### src/rtl/core/fccs_pkg.sv
`default_nettype none

package fccs_pkg;

    // Field and register widths
    localparam int unsigned REQ_W      = 2;
    localparam int unsigned CLUSTER_W  = 28;
    localparam int unsigned WORD_W     = 32;
    localparam int unsigned SECTOR_W   = 32;
    localparam int unsigned SPC_W      = 14;
    localparam int unsigned SIC_W      = 13;
    localparam int unsigned LIMIT_W    = 29;
    localparam int unsigned STATUS_W   = 3;
    localparam int unsigned OFFSET_W   = 9;
    localparam int unsigned CFG_IDX_W  = 2;
    localparam int unsigned CFG_DATA_W = 32;

    // FAT32 layout: 128 four-byte entries per 512-byte sector
    localparam int unsigned ENTRY_SHIFT = 7;
    localparam logic [SPC_W-1:0] SPC_MAX = SPC_W'(8192);

    // Depth of the queue between front and back
    localparam int unsigned QDEPTH = 2;
    localparam int unsigned PTR_W  = $clog2(QDEPTH);
    localparam int unsigned CNT_W  = $clog2(QDEPTH + 1);

    // Request codes on req_type
    localparam logic [REQ_W-1:0] REQ_OPEN  = 2'd0;
    localparam logic [REQ_W-1:0] REQ_NEXT  = 2'd1;
    localparam logic [REQ_W-1:0] REQ_REPLY = 2'd2;

    // Result status codes
    localparam logic [STATUS_W-1:0] ST_DATA   = 3'd0;
    localparam logic [STATUS_W-1:0] ST_LOOKUP = 3'd1;
    localparam logic [STATUS_W-1:0] ST_END    = 3'd2;
    localparam logic [STATUS_W-1:0] ST_ERROR  = 3'd3;
    localparam logic [STATUS_W-1:0] ST_OPENED = 3'd4;

    // Configuration register indexes
    localparam logic [CFG_IDX_W-1:0] CFG_FAT_BASE  = 2'd0;
    localparam logic [CFG_IDX_W-1:0] CFG_DATA_BASE = 2'd1;
    localparam logic [CFG_IDX_W-1:0] CFG_SPC       = 2'd2;
    localparam logic [CFG_IDX_W-1:0] CFG_LIMIT     = 2'd3;

    typedef enum logic [1:0] {
        OP_OPEN  = 2'd0,
        OP_NEXT  = 2'd1,
        OP_REPLY = 2'd2,
        OP_BAD   = 2'd3
    } op_t;

    // One classified request as it sits in the queue
    typedef struct packed {
        op_t                  op;
        logic [CLUSTER_W-1:0] start;
        logic [CLUSTER_W-1:0] next;
        logic                 failed;
    } item_t;

    typedef struct packed {
        logic [SECTOR_W-1:0] fat_base;
        logic [SECTOR_W-1:0] data_base;
        logic [SPC_W-1:0]    spc;
        logic [LIMIT_W-1:0]  limit;
    } cfg_t;

endpackage

`default_nettype wire

### src/rtl/core/fccs_front.sv
`default_nettype none

module fccs_front
    import fccs_pkg::*;
(
    input  wire                  clk,
    input  wire                  rst_n,
    input  wire                  in_valid,
    output logic                 in_stall,
    input  wire [REQ_W-1:0]      req_type,
    input  wire [CLUSTER_W-1:0]  start_cluster,
    input  wire [WORD_W-1:0]     fat_word,
    input  wire                  fat_read_failed,
    output item_t                q_item,
    output logic                 q_valid,
    input  wire                  q_pop
);

    item_t             slot_reg [QDEPTH];
    logic [PTR_W-1:0]  wr_ptr_reg;
    logic [PTR_W-1:0]  wr_ptr_next;
    logic [PTR_W-1:0]  rd_ptr_reg;
    logic [PTR_W-1:0]  rd_ptr_next;
    logic [CNT_W-1:0]  count_reg;
    logic [CNT_W-1:0]  count_next;
    logic              push;
    item_t             item_in;

    always_comb
    begin
        item_in.start  = start_cluster;
        item_in.next   = fat_word[CLUSTER_W-1:0];
        item_in.failed = fat_read_failed;
        unique case (req_type)
            REQ_OPEN:  item_in.op = OP_OPEN;
            REQ_NEXT:  item_in.op = OP_NEXT;
            REQ_REPLY: item_in.op = OP_REPLY;
            default:   item_in.op = OP_BAD;
        endcase
    end

    assign in_stall = (count_reg == CNT_W'(QDEPTH));
    assign push     = in_valid && !in_stall;
    assign q_valid  = (count_reg != '0);
    assign q_item   = slot_reg[rd_ptr_reg];

    always_comb
    begin
        wr_ptr_next = wr_ptr_reg;
        rd_ptr_next = rd_ptr_reg;
        count_next  = count_reg;
        if (push)
        begin
            wr_ptr_next = (wr_ptr_reg == PTR_W'(QDEPTH - 1)) ? '0 : wr_ptr_reg + PTR_W'(1);
        end
        if (q_pop)
        begin
            rd_ptr_next = (rd_ptr_reg == PTR_W'(QDEPTH - 1)) ? '0 : rd_ptr_reg + PTR_W'(1);
        end
        if (push && !q_pop)
        begin
            count_next = count_reg + CNT_W'(1);
        end
        else if (q_pop && !push)
        begin
            count_next = count_reg - CNT_W'(1);
        end
    end

    always_ff @(posedge clk or negedge rst_n)
    begin
        if (!rst_n)
        begin
            wr_ptr_reg <= '0;
            rd_ptr_reg <= '0;
            count_reg  <= '0;
        end
        else
        begin
            wr_ptr_reg <= wr_ptr_next;
            rd_ptr_reg <= rd_ptr_next;
            count_reg  <= count_next;
        end
    end

    always_ff @(posedge clk)
    begin
        if (push)
        begin
            slot_reg[wr_ptr_reg] <= item_in;
        end
    end

endmodule

`default_nettype wire

### src/rtl/core/fccs_back.sv
`default_nettype none

module fccs_back
    import fccs_pkg::*;
(
    input  wire                  clk,
    input  wire                  rst_n,
    input  cfg_t                 cfg,
    input  item_t                q_item,
    input  wire                  q_valid,
    output logic                 q_pop,
    output logic                 out_valid,
    input  wire                  out_stall,
    output logic [STATUS_W-1:0]  status,
    output logic [SECTOR_W-1:0]  sector_address,
    output logic [OFFSET_W-1:0]  fat_byte_offset,
    output logic                 fat_sector_load
);

    logic [CLUSTER_W-1:0] cur_reg;
    logic [CLUSTER_W-1:0] cur_next;
    logic [SIC_W-1:0]     sic_reg;
    logic [SIC_W-1:0]     sic_next;
    logic                 started_reg;
    logic                 started_next;
    logic                 await_reg;
    logic                 await_next;
    logic [SECTOR_W-1:0]  cached_reg;
    logic [SECTOR_W-1:0]  cached_next;
    logic                 cache_ok_reg;
    logic                 cache_ok_next;

    logic                 out_valid_reg;
    logic [STATUS_W-1:0]  status_reg;
    logic [SECTOR_W-1:0]  addr_reg;
    logic [OFFSET_W-1:0]  offset_reg;
    logic                 load_reg;

    logic [STATUS_W-1:0]  res_status;
    logic [SECTOR_W-1:0]  res_addr;
    logic [OFFSET_W-1:0]  res_offset;
    logic                 res_load;
    logic                 use_data;

    logic [SPC_W-1:0]               eff_spc;
    logic [CLUSTER_W-1:0]           mul_cluster;
    logic [SIC_W-1:0]               mul_idx;
    logic [CLUSTER_W+SPC_W-1:0]     product;
    logic [SECTOR_W-1:0]            data_addr;
    logic [SECTOR_W-1:0]            fat_sector;
    logic [SPC_W-1:0]               sic_inc;
    logic                           cur_ok;
    logic                           next_ok;

    function automatic logic cluster_ok(input logic [CLUSTER_W-1:0] c,
                                        input logic [LIMIT_W-1:0] lim);
        return (c >= CLUSTER_W'(2)) && ({1'b0, c} < lim);
    endfunction

    always_comb
    begin
        if (cfg.spc == '0)
        begin
            eff_spc = SPC_W'(1);
        end
        else if (cfg.spc > SPC_MAX)
        begin
            eff_spc = SPC_MAX;
        end
        else
        begin
            eff_spc = cfg.spc;
        end
    end

    assign cur_ok     = cluster_ok(cur_reg, cfg.limit);
    assign next_ok    = cluster_ok(q_item.next, cfg.limit);
    assign sic_inc    = {1'b0, sic_reg} + SPC_W'(1);
    assign fat_sector = cfg.fat_base + SECTOR_W'(cur_reg >> ENTRY_SHIFT);

    // Cluster two is the first data cluster, so the data area starts at (c - 2).
    assign product   = (CLUSTER_W+SPC_W)'(mul_cluster - CLUSTER_W'(2))
                       * (CLUSTER_W+SPC_W)'(eff_spc);
    assign data_addr = product[SECTOR_W-1:0] + cfg.data_base + SECTOR_W'(mul_idx);

    assign q_pop = q_valid && (!out_valid_reg || !out_stall);

    always_comb
    begin
        cur_next      = cur_reg;
        sic_next      = sic_reg;
        started_next  = started_reg;
        await_next    = await_reg;
        cached_next   = cached_reg;
        cache_ok_next = cache_ok_reg;
        res_status    = ST_ERROR;
        res_offset    = '0;
        res_load      = 1'b0;
        use_data      = 1'b0;
        mul_cluster   = cur_reg;
        mul_idx       = sic_reg;

        unique case (q_item.op)
            OP_OPEN:
            begin
                cur_next     = q_item.start;
                sic_next     = '0;
                started_next = 1'b0;
                await_next   = 1'b0;
                res_status   = ST_OPENED;
            end
            OP_NEXT:
            begin
                if (await_reg)
                begin
                    res_status = ST_ERROR;
                end
                else if (cur_reg == '0)
                begin
                    res_status = ST_END;
                end
                else if (!cur_ok)
                begin
                    res_status = ST_ERROR;
                end
                else if (!started_reg)
                begin
                    started_next = 1'b1;
                    sic_next     = '0;
                    mul_idx      = '0;
                    use_data     = 1'b1;
                    res_status   = ST_DATA;
                end
                else if (sic_inc < eff_spc)
                begin
                    sic_next   = sic_inc[SIC_W-1:0];
                    mul_idx    = sic_inc[SIC_W-1:0];
                    use_data   = 1'b1;
                    res_status = ST_DATA;
                end
                else
                begin
                    // Cluster boundary: ask for the FAT entry of the current cluster.
                    res_status = ST_LOOKUP;
                    res_offset = {cur_reg[ENTRY_SHIFT-1:0], 2'b00};
                    res_load   = !(cache_ok_reg && (cached_reg == fat_sector));
                    await_next = 1'b1;
                    if (res_load)
                    begin
                        cached_next   = fat_sector;
                        cache_ok_next = 1'b0;
                    end
                end
            end
            OP_REPLY:
            begin
                if (!await_reg)
                begin
                    res_status = ST_ERROR;
                end
                else if (q_item.failed)
                begin
                    await_next    = 1'b0;
                    cache_ok_next = 1'b0;
                    res_status    = ST_ERROR;
                end
                else
                begin
                    await_next    = 1'b0;
                    cache_ok_next = 1'b1;
                    sic_next      = '0;
                    if (next_ok)
                    begin
                        cur_next    = q_item.next;
                        mul_cluster = q_item.next;
                        mul_idx     = '0;
                        use_data    = 1'b1;
                        res_status  = ST_DATA;
                    end
                    else
                    begin
                        cur_next   = '0;
                        res_status = ST_END;
                    end
                end
            end
            default:
            begin
                res_status = ST_ERROR;
            end
        endcase

        res_addr = '0;
        if (use_data)
        begin
            res_addr = data_addr;
        end
        else if (res_status == ST_LOOKUP)
        begin
            res_addr = fat_sector;
        end
    end

    always_ff @(posedge clk or negedge rst_n)
    begin
        if (!rst_n)
        begin
            cur_reg       <= '0;
            sic_reg       <= '0;
            started_reg   <= 1'b0;
            await_reg     <= 1'b0;
            cached_reg    <= '0;
            cache_ok_reg  <= 1'b0;
            out_valid_reg <= 1'b0;
        end
        else
        begin
            if (q_pop)
            begin
                cur_reg       <= cur_next;
                sic_reg       <= sic_next;
                started_reg   <= started_next;
                await_reg     <= await_next;
                cached_reg    <= cached_next;
                cache_ok_reg  <= cache_ok_next;
                out_valid_reg <= 1'b1;
            end
            else if (!out_stall)
            begin
                out_valid_reg <= 1'b0;
            end
        end
    end

    always_ff @(posedge clk)
    begin
        if (q_pop)
        begin
            status_reg <= res_status;
            addr_reg   <= res_addr;
            offset_reg <= res_offset;
            load_reg   <= res_load;
        end
    end

    assign out_valid       = out_valid_reg;
    assign status          = status_reg;
    assign sector_address  = addr_reg;
    assign fat_byte_offset = offset_reg;
    assign fat_sector_load = load_reg;

endmodule

`default_nettype wire

### src/rtl/core/fat32_cluster_chain_sequencer.sv
// FAT32 cluster chain sequencer. Open an object with its start cluster, then send one
// "next" request per data sector wanted; each result is either the absolute data sector,
// a FAT lookup (FAT sector, entry byte offset, and a load flag when that sector is not
// the cached one) that must be answered by a reply beat carrying the raw FAT entry, end
// of chain, an error, or the acknowledgement of an open. Every request beat yields
// exactly one result beat. The block takes one beat per cycle while in_stall is low;
// requests enter a two-entry queue and the execution stage retires one per cycle unless
// out_stall holds its result, computing the data sector with a single 28x14 multiply in
// that stage. A request beat is written into a queue slot; its result is registered
// in the output register when popped. in_stall rises only when the queue is full, which
// happens while the result side holds out_stall. Users must write configuration registers
// through cfg_we/cfg_index/cfg_data only while no request is in flight (not enforced).
`default_nettype none

module fat32_cluster_chain_sequencer
    import fccs_pkg::*;
(
    input  wire                   clk,
    input  wire                   rst_n,
    input  wire                   cfg_we,
    input  wire [CFG_IDX_W-1:0]   cfg_index,
    input  wire [CFG_DATA_W-1:0]  cfg_data,
    input  wire                   in_valid,
    output logic                  in_stall,
    input  wire [REQ_W-1:0]       req_type,
    input  wire [CLUSTER_W-1:0]   start_cluster,
    input  wire [WORD_W-1:0]      fat_word,
    input  wire                   fat_read_failed,
    output logic                  out_valid,
    input  wire                   out_stall,
    output logic [STATUS_W-1:0]   status,
    output logic [SECTOR_W-1:0]   sector_address,
    output logic [OFFSET_W-1:0]   fat_byte_offset,
    output logic                  fat_sector_load
);

    cfg_t  cfg_reg;
    item_t q_item;
    logic  q_valid;
    logic  q_pop;

    always_ff @(posedge clk or negedge rst_n)
    begin
        if (!rst_n)
        begin
            cfg_reg.fat_base  <= '0;
            cfg_reg.data_base <= '0;
            cfg_reg.spc       <= SPC_W'(1);
            cfg_reg.limit     <= '0;
        end
        else if (cfg_we)
        begin
            unique case (cfg_index)
                CFG_FAT_BASE:  cfg_reg.fat_base  <= cfg_data[SECTOR_W-1:0];
                CFG_DATA_BASE: cfg_reg.data_base <= cfg_data[SECTOR_W-1:0];
                CFG_SPC:       cfg_reg.spc       <= cfg_data[SPC_W-1:0];
                CFG_LIMIT:     cfg_reg.limit     <= cfg_data[LIMIT_W-1:0];
                default:       cfg_reg           <= cfg_reg;
            endcase
        end
    end

    fccs_front u_front (
        .clk             (clk),
        .rst_n           (rst_n),
        .in_valid        (in_valid),
        .in_stall        (in_stall),
        .req_type        (req_type),
        .start_cluster   (start_cluster),
        .fat_word        (fat_word),
        .fat_read_failed (fat_read_failed),
        .q_item          (q_item),
        .q_valid         (q_valid),
        .q_pop           (q_pop)
    );

    fccs_back u_back (
        .clk             (clk),
        .rst_n           (rst_n),
        .cfg             (cfg_reg),
        .q_item          (q_item),
        .q_valid         (q_valid),
        .q_pop           (q_pop),
        .out_valid       (out_valid),
        .out_stall       (out_stall),
        .status          (status),
        .sector_address  (sector_address),
        .fat_byte_offset (fat_byte_offset),
        .fat_sector_load (fat_sector_load)
    );

endmodule

`default_nettype wire

### config.mk
export PLATFORM = sky130hd
export DESIGN_NAME = fat32_cluster_chain_sequencer
export DESIGN_NICKNAME = d
export VERILOG_FILES = /design/src/rtl/core/fccs_pkg.sv /design/src/rtl/core/fccs_front.sv /design/src/rtl/core/fccs_back.sv /design/src/rtl/core/fat32_cluster_chain_sequencer.sv
export SDC_FILE = /design/constraint.sdc
export NUM_CORES = 2
export LEC_CHECK = 0
export ABC_AREA = 1
export BUFFER_PORTS_ARGS = -buffer_cell sky130_fd_sc_hd__buf_2
export CAP_MARGIN = 30
export CORE_ASPECT_RATIO = 1.5
export CORE_MARGIN = 4
export CORE_UTILIZATION = 65
export DETAILED_ROUTE_END_ITERATION = 12
export PLACE_DENSITY_LB_ADDON = 0.3
export SYNTH_ARGS = -nofsm -noshare
export SYNTH_HDL_FRONTEND = slang
export SYNTH_SLANG_ARGS = --single-unit
### constraint.sdc
create_clock -name clk -period 21.7 [get_ports clk]
set_input_delay 4.34 -clock clk [delete_from_list [all_inputs] [get_ports clk]]
set_output_delay 4.34 -clock clk [all_outputs]
set_load 0.02 [all_outputs]
; ---- Yosys cells after proc, flatten, opt, wreduce, memory -nomap -nowiden
; Memory sizes are Yosys's and may differ from the RTL's.
; Index checks and enable logic that the tools add are counted.
; W data, S select, Z words.
[op_classes]
reduce_logical = 39
addsub = 9
n_eq_ne = 19
n_bitwise = 7
order_cmp = 6
n_mul = 1
muxes = 70
[ops]
columns = operator, n
row1 = $mux W28, 7
row2 = $mux W13, 10
row3 = $mux W32, 2
row4 = $lt A28 B29 Y1, 2
row5 = $ge A28 B2 Y1 const B, 2
row6 = $pmux W28 S2, 1
row7 = $mul A42 B14 Y32, 1
row8 = $pmux W13 S3, 1
row9 = $add A32 B13 Y32, 1
row10 = $add A32 B21 Y32, 1
row11 = $add A32 B32 Y32, 1
row12 = $eq A32 B32 Y1, 1
row13 = $mux W1, 31
row14 = $sub A28 B2 Y29 const B, 1
row15 = $logic_not A28 Y1, 1
row16 = $mux W14, 2
row17 = $pmux W13 S2, 1
row18 = $mux W3, 6
row19 = $add A13 B1 Y14 const B, 1
row20 = $gt A14 B14 Y1 const B, 1
row21 = $logic_not A14 Y1, 1
row22 = $lt A14 B14 Y1, 1
row23 = $reduce_bool A2 Y1, 6
row24 = $eq A2 B2 Y1 const B, 5
row25 = other kinds (25), 64
[totals]
n_memories = 1
register_bits = 233
wordCells = 171
ram_bits = 118
output_inout_bits = 47
[memory_table]
columns = name, depth, word_bits, read_ports, rd_clocked_by_memory_dff, wr, line
row1 = u_front.slot_reg, 2, 59, 1, 0, 1, fccs_front.sv:19  ; item_t slot_reg [QDEPTH];

; ---- Longest topological paths before layout
[depth]
depth_word = 13
ltp_mapped = 58
depth_no_buf = 55

; ---- Hierarchy
; From an unflattened synthesis, not the netlist that was laid out.
[unflattened]
hier_cells = 3749
area_unflattened_um2 = 31939.4
[by_module_without_submodules]
columns = mod, area_each_um2, n_inst, cells_per_inst
row1 = fccs_back, 22805.6, 1, 3058
row2 = fccs_front, 4785.8, 1, 215
row3 = fat32_cluster_chain_sequencer, 4347.9, 1, 476

; ---- Worst setup path after synthesis
; No wires, ideal clock.
[synth_path]
path_kind = register -> register
startpoint = register u_front.rd_ptr_reg
endpoint = register u_back.addr_reg[30] (netlist: u_back.sector_address[30]), data pin
t_arrival_ns = 9.197
n_path_buf = 5
path_stages_with_launch = 53
slack_ns = 12.246
path_cell_list = dfrtp_1 buf_6 inv_4 buf_4 clkbuf_1 or2_2 o21ai_0 inv_1 ha_1 clkbuf_1 inv_1 nor3_2 nand4_4 buf_6 nand2_1 o21ai_1 inv_1 ha_1 [17 not listed] fa_1 inv_1 ha_1 nand2_1 o21ai_0 o21bai_1 a21boi_1 o21ai_0 a21boi_1 o21ai_0 a21boi_1 o21ai_0 nand2_1 nand2_1 a21oi_1 xor2_1 nand2_1 o21ai_1
[synth_between]
elab_chain_len = 12
[synth_rtl]
columns = item, line
row1 = start: declaration, fccs_front.sv:22  ; logic [PTR_W-1:0] rd_ptr_reg;
row2 = start signal: assignment, fccs_front.sv:81  ; rd_ptr_reg <= rd_ptr_next;
row3 = $mem_v2 Z2 W59 *, n/a
row4 = $lt A28 B29 Y1 / $ge A28 B2 Y1 (equally long branches), fccs_back.sv:57  ; return (c >= CLUSTER_W'(2)) && ({1'b0, c} < lim);
row5 = $logic_and A1 B1 Y1, fccs_back.sv:57
row6 = $mux W28, fccs_back.sv:172  ; if (next_ok)
row7 = $mux W28, fccs_back.sv:161  ; else if (q_item.failed)
row8 = $mux W28, fccs_back.sv:157  ; if (!await_reg)
row9 = $mux W28, fccs_back.sv:103  ; unique case (q_item.op)
row10 = $sub A28 B2 Y29, fccs_back.sv:82  ; assign product = (CLUSTER_W+SPC_W)'(mul_cluster - CLUSTER_W'(2))
row11 = $mul A42 B14 Y32, fccs_back.sv:83  ; * (CLUSTER_W+SPC_W)'(eff_spc);
row12 = $add A32 B32 Y32, fccs_back.sv:84  ; assign data_addr = product[SECTOR_W-1:0] + cfg.data_base + SECTOR_W'(mul_idx);
row13 = $add A32 B13 Y32, fccs_back.sv:84
row14 = $mux W32 *, fccs_back.sv:194  ; if (use_data)
row15 = via u_back.res_addr[30], fccs_back.sv:40  ; logic [SECTOR_W-1:0] res_addr;
row16 = end signal: assignment, fccs_back.sv:240  ; addr_reg <= res_addr;
row17 = end: declaration, fccs_back.sv:35  ; logic [SECTOR_W-1:0] addr_reg;
; Mark *: on every way through the listed nets, which the timed path passes. The rest lies on a longest branch.
; A chain may end at the register's enable or synchronous reset.

; ---- Worst setup path in the final report
; Same ends and word-level chain as after synthesis.

==> out/qor.yml <==
placement:
  gp_congestion: 1.00
  place_hpwl_um: 69500
  io_buffers: 142
drt:
  drtAntennaViolNets: 0
  drt-pass1-iter-count: 9
  vias: 25500
  drt_iter0_drc: 2183
  post-route-drc-count: 0
  wire_per_inst_um: 20.1
  drt-total-wl_um: 88600
  viasPerCell: 5.78
sta:
  finalHoldViolations: 0
  fin_crit_ns: 12.93
  fin_skew_ns: 0.0227
  finalSetupTns_ns: 0
  slew_headroom: 0.392
  finalCritPeriodShare: 0.596
  rsz0062_at_grt: "false"
  slew_viol_final: 0
  worst_pin_slew_ns: 0.909
  setup_viol: 0
  fmax_mhz: 77.4
global_route:
  grt_pass1_vias: 26000
  antenna_found_initial: 3
  grt-ovfl-total: 0
  track_usage: 0.354
  grt_pass1_wl_um: 137000
  grt_max_degree: 81
logic_synthesis:
  synthCells: 3671
  ys_ff_latch: 349
  yosys_warnings: 0
  seq_area_frac_synth: 0.312
  synthFlopType: "dfrtp_1"
  synth_top_area_share: 0.206
  yosys.cell_types.count: 61
  syn_area_sq_mm: 0.0306
  synth_area_leaders: "fa_1, edfxtp_1, dfrtp_1"
  synth_edf_count: 161
  synthArstFlopShare: 0.539
  synth_top_area_cell: "fa_1"
  syn-mean-instance-area_sq_um: 8.33
setup_path:
  crit_type: "reg -> reg"
  slowest_delay_ns: 0.59
  crit_path_frequent_cell: "inv_1"
  cp.arrival_ns: 13.30
  ff2ff_path_depth: 50
  cp_max_fo: 68
  crit_path_end_kind: "register"
  r2r-end: "u_back.sector_address[30]"
  cp-start-kind: "register"
  cp_slowest_cell: "fa_1"
  r2r_slack_ns: 8.77
  cp.required_ns: 22.07
  timing.rr.start: "u_front.rd_ptr_reg"
cts:
  cts_tree: "built"
  clk_pin_slew_worst_paths_ns: 0.06
  cts.sinks: 349
  ctsResizeCount: 0
  numCtsBuffers: 37
  cts_setup_buffers: 0
  cts_root_buf: "clkbuf_16"
  htreeDepth: 2
  ctsHoldBuffers: 0
  clk_path_buf_depth: 3
  clock_latency_ns: 0.56
hold_path:
  hold_path_depth: 2
  min_from: "cfg_reg[7]"
  holdPathEnd: "cfg_reg[7]"
  hold_class: "reg -> reg"
layout:
  largest_register_ff_count: 118
  fillCellCount: 3648
  seqCellArea_sq_mm: 0.00954
  multiInputGateArea_sq_mm: 0.0179
  final_common_cell: "nand2_1"
  syn2layout_area_growth_pct: 8.32
  final_cell_mix: "nand2_1, inv_1, nor2_1, fa_1, o21ai_0"
  antenna_cells: 0
  final_nets: 4379
  drive_gt1_frac: 0.0785
status:
  status: "finished clean"
floorplanning:
  initial_core_util: 0.656
  die_w_um: 185
  die_y_um: 274
  core_area_sq_mm: 0.0466
  ios: 149
  rows: 97
  dieArea_sq_mm: 0.0507
run:
  cap_violations: 0
==> cell usage after synthesis (7+ instances only) <==
master,instances
nand4_1,28
inv_1,713
o211ai_1,13
edfxtp_1,161
nor2_2,8
nand2_1,862
fa_1,315
a311oi_1,9
nor3_1,28
nor4_1,13
o22ai_1,25
clkinv_1,9
nand2_2,13
a21boi_1,7
buf_6,9
nor2_1,334
ha_1,179
xor2_1,51
dfrtp_1,187
o21ai_0,242
buf_2,10
a31oi_1,20
a21oi_1,123
o21ai_1,17
or2_2,9
xnor2_1,28
nand3_1,97
o221ai_1,9
clkbuf_1,79
==> area by class of cell <==
| cell class | count | share of cell area |
|---|---|---|
| clock buffers | 45 | 0.0292 |
| repair buffers | 176 | 0.0306 |
| well taps | 594 | 0.0224 |
| clock inverters | 22 | 0.00785 |
| inverters | 729 | 0.0827 |
| flip-flops and latches | 349 | 0.288 |
| multi-input cells | 2490 | 0.539 |
==> critical path, delay by kind of cell, from the launching register on <==
kind / cells / cell delay, ns
simple gates: 17 / 2.66
xor+xnor: 2 / 0.79
compound gates: 12 / 2.72
buf+inv: 10 / 1.92
fa+ha+maj: 9 / 4.11
flops: 1 / 0.42
==> metrics by stage <==
step / util / cell area, sq um / std cells / hold WS [ns] / setup slack (ns)
finish: 0.711 / 33100 / 4405 / 0.485 / 8.77
global route: 0.711 / 33100 / 4405 / 0.509 / 8.22
CTS: 0.710 / 33100 / 4402 / 0.488 / 9.07
detailed placement: 0.684 / 31900 / 4335 / 0.473 / 9.13
global placement: 0.683 / 31800 / 4333 / 0.466 / 9.33
floorplan: - / 30600 / 3672 / 0.453 / 12.25
==> cells by family (layout without fill, tap and decap cells) <==
group	after synthesis	in the layout	share of synthesized area
fa+ha+maj	494	494	0.279
other cells	1	2	0.000123
simple gates	1417	1417	0.189
buf+inv	833	972	0.105
compound gates	496	496	0.0899
xor+xnor	81	81	0.0239
flops	349	349	0.312
==> routing by layer <==
layer | global-route usage | wire (um) | up-vias
met5 | 0 | 26 | -
met4 | 0.281 | 9080 | 4
met3 | 0.0516 | 6410 | 420
met2 | 0.580 | 42400 | 1186
met1 | 0.412 | 30600 | 12200
li1 | - | - | 11700
==> how the worst max path moves through the flow <==
stage / from / to
2_1_floorplan: u_front.rd_ptr_reg / u_back.sector_address[30]
3_3_place_gp: u_front.rd_ptr_reg / u_back.sector_address[30]
3_5_place_dp: u_front.rd_ptr_reg / u_back.sector_address[30]
4_1_cts: u_front.rd_ptr_reg / u_back.sector_address[30]
5_1_grt: u_front.rd_ptr_reg / u_back.sector_address[30]
6_report: u_front.rd_ptr_reg / u_back.sector_address[30]
Power is not shown: default switching activity piles up to over one toggle a cycle in this logic, so the estimate is an artifact.
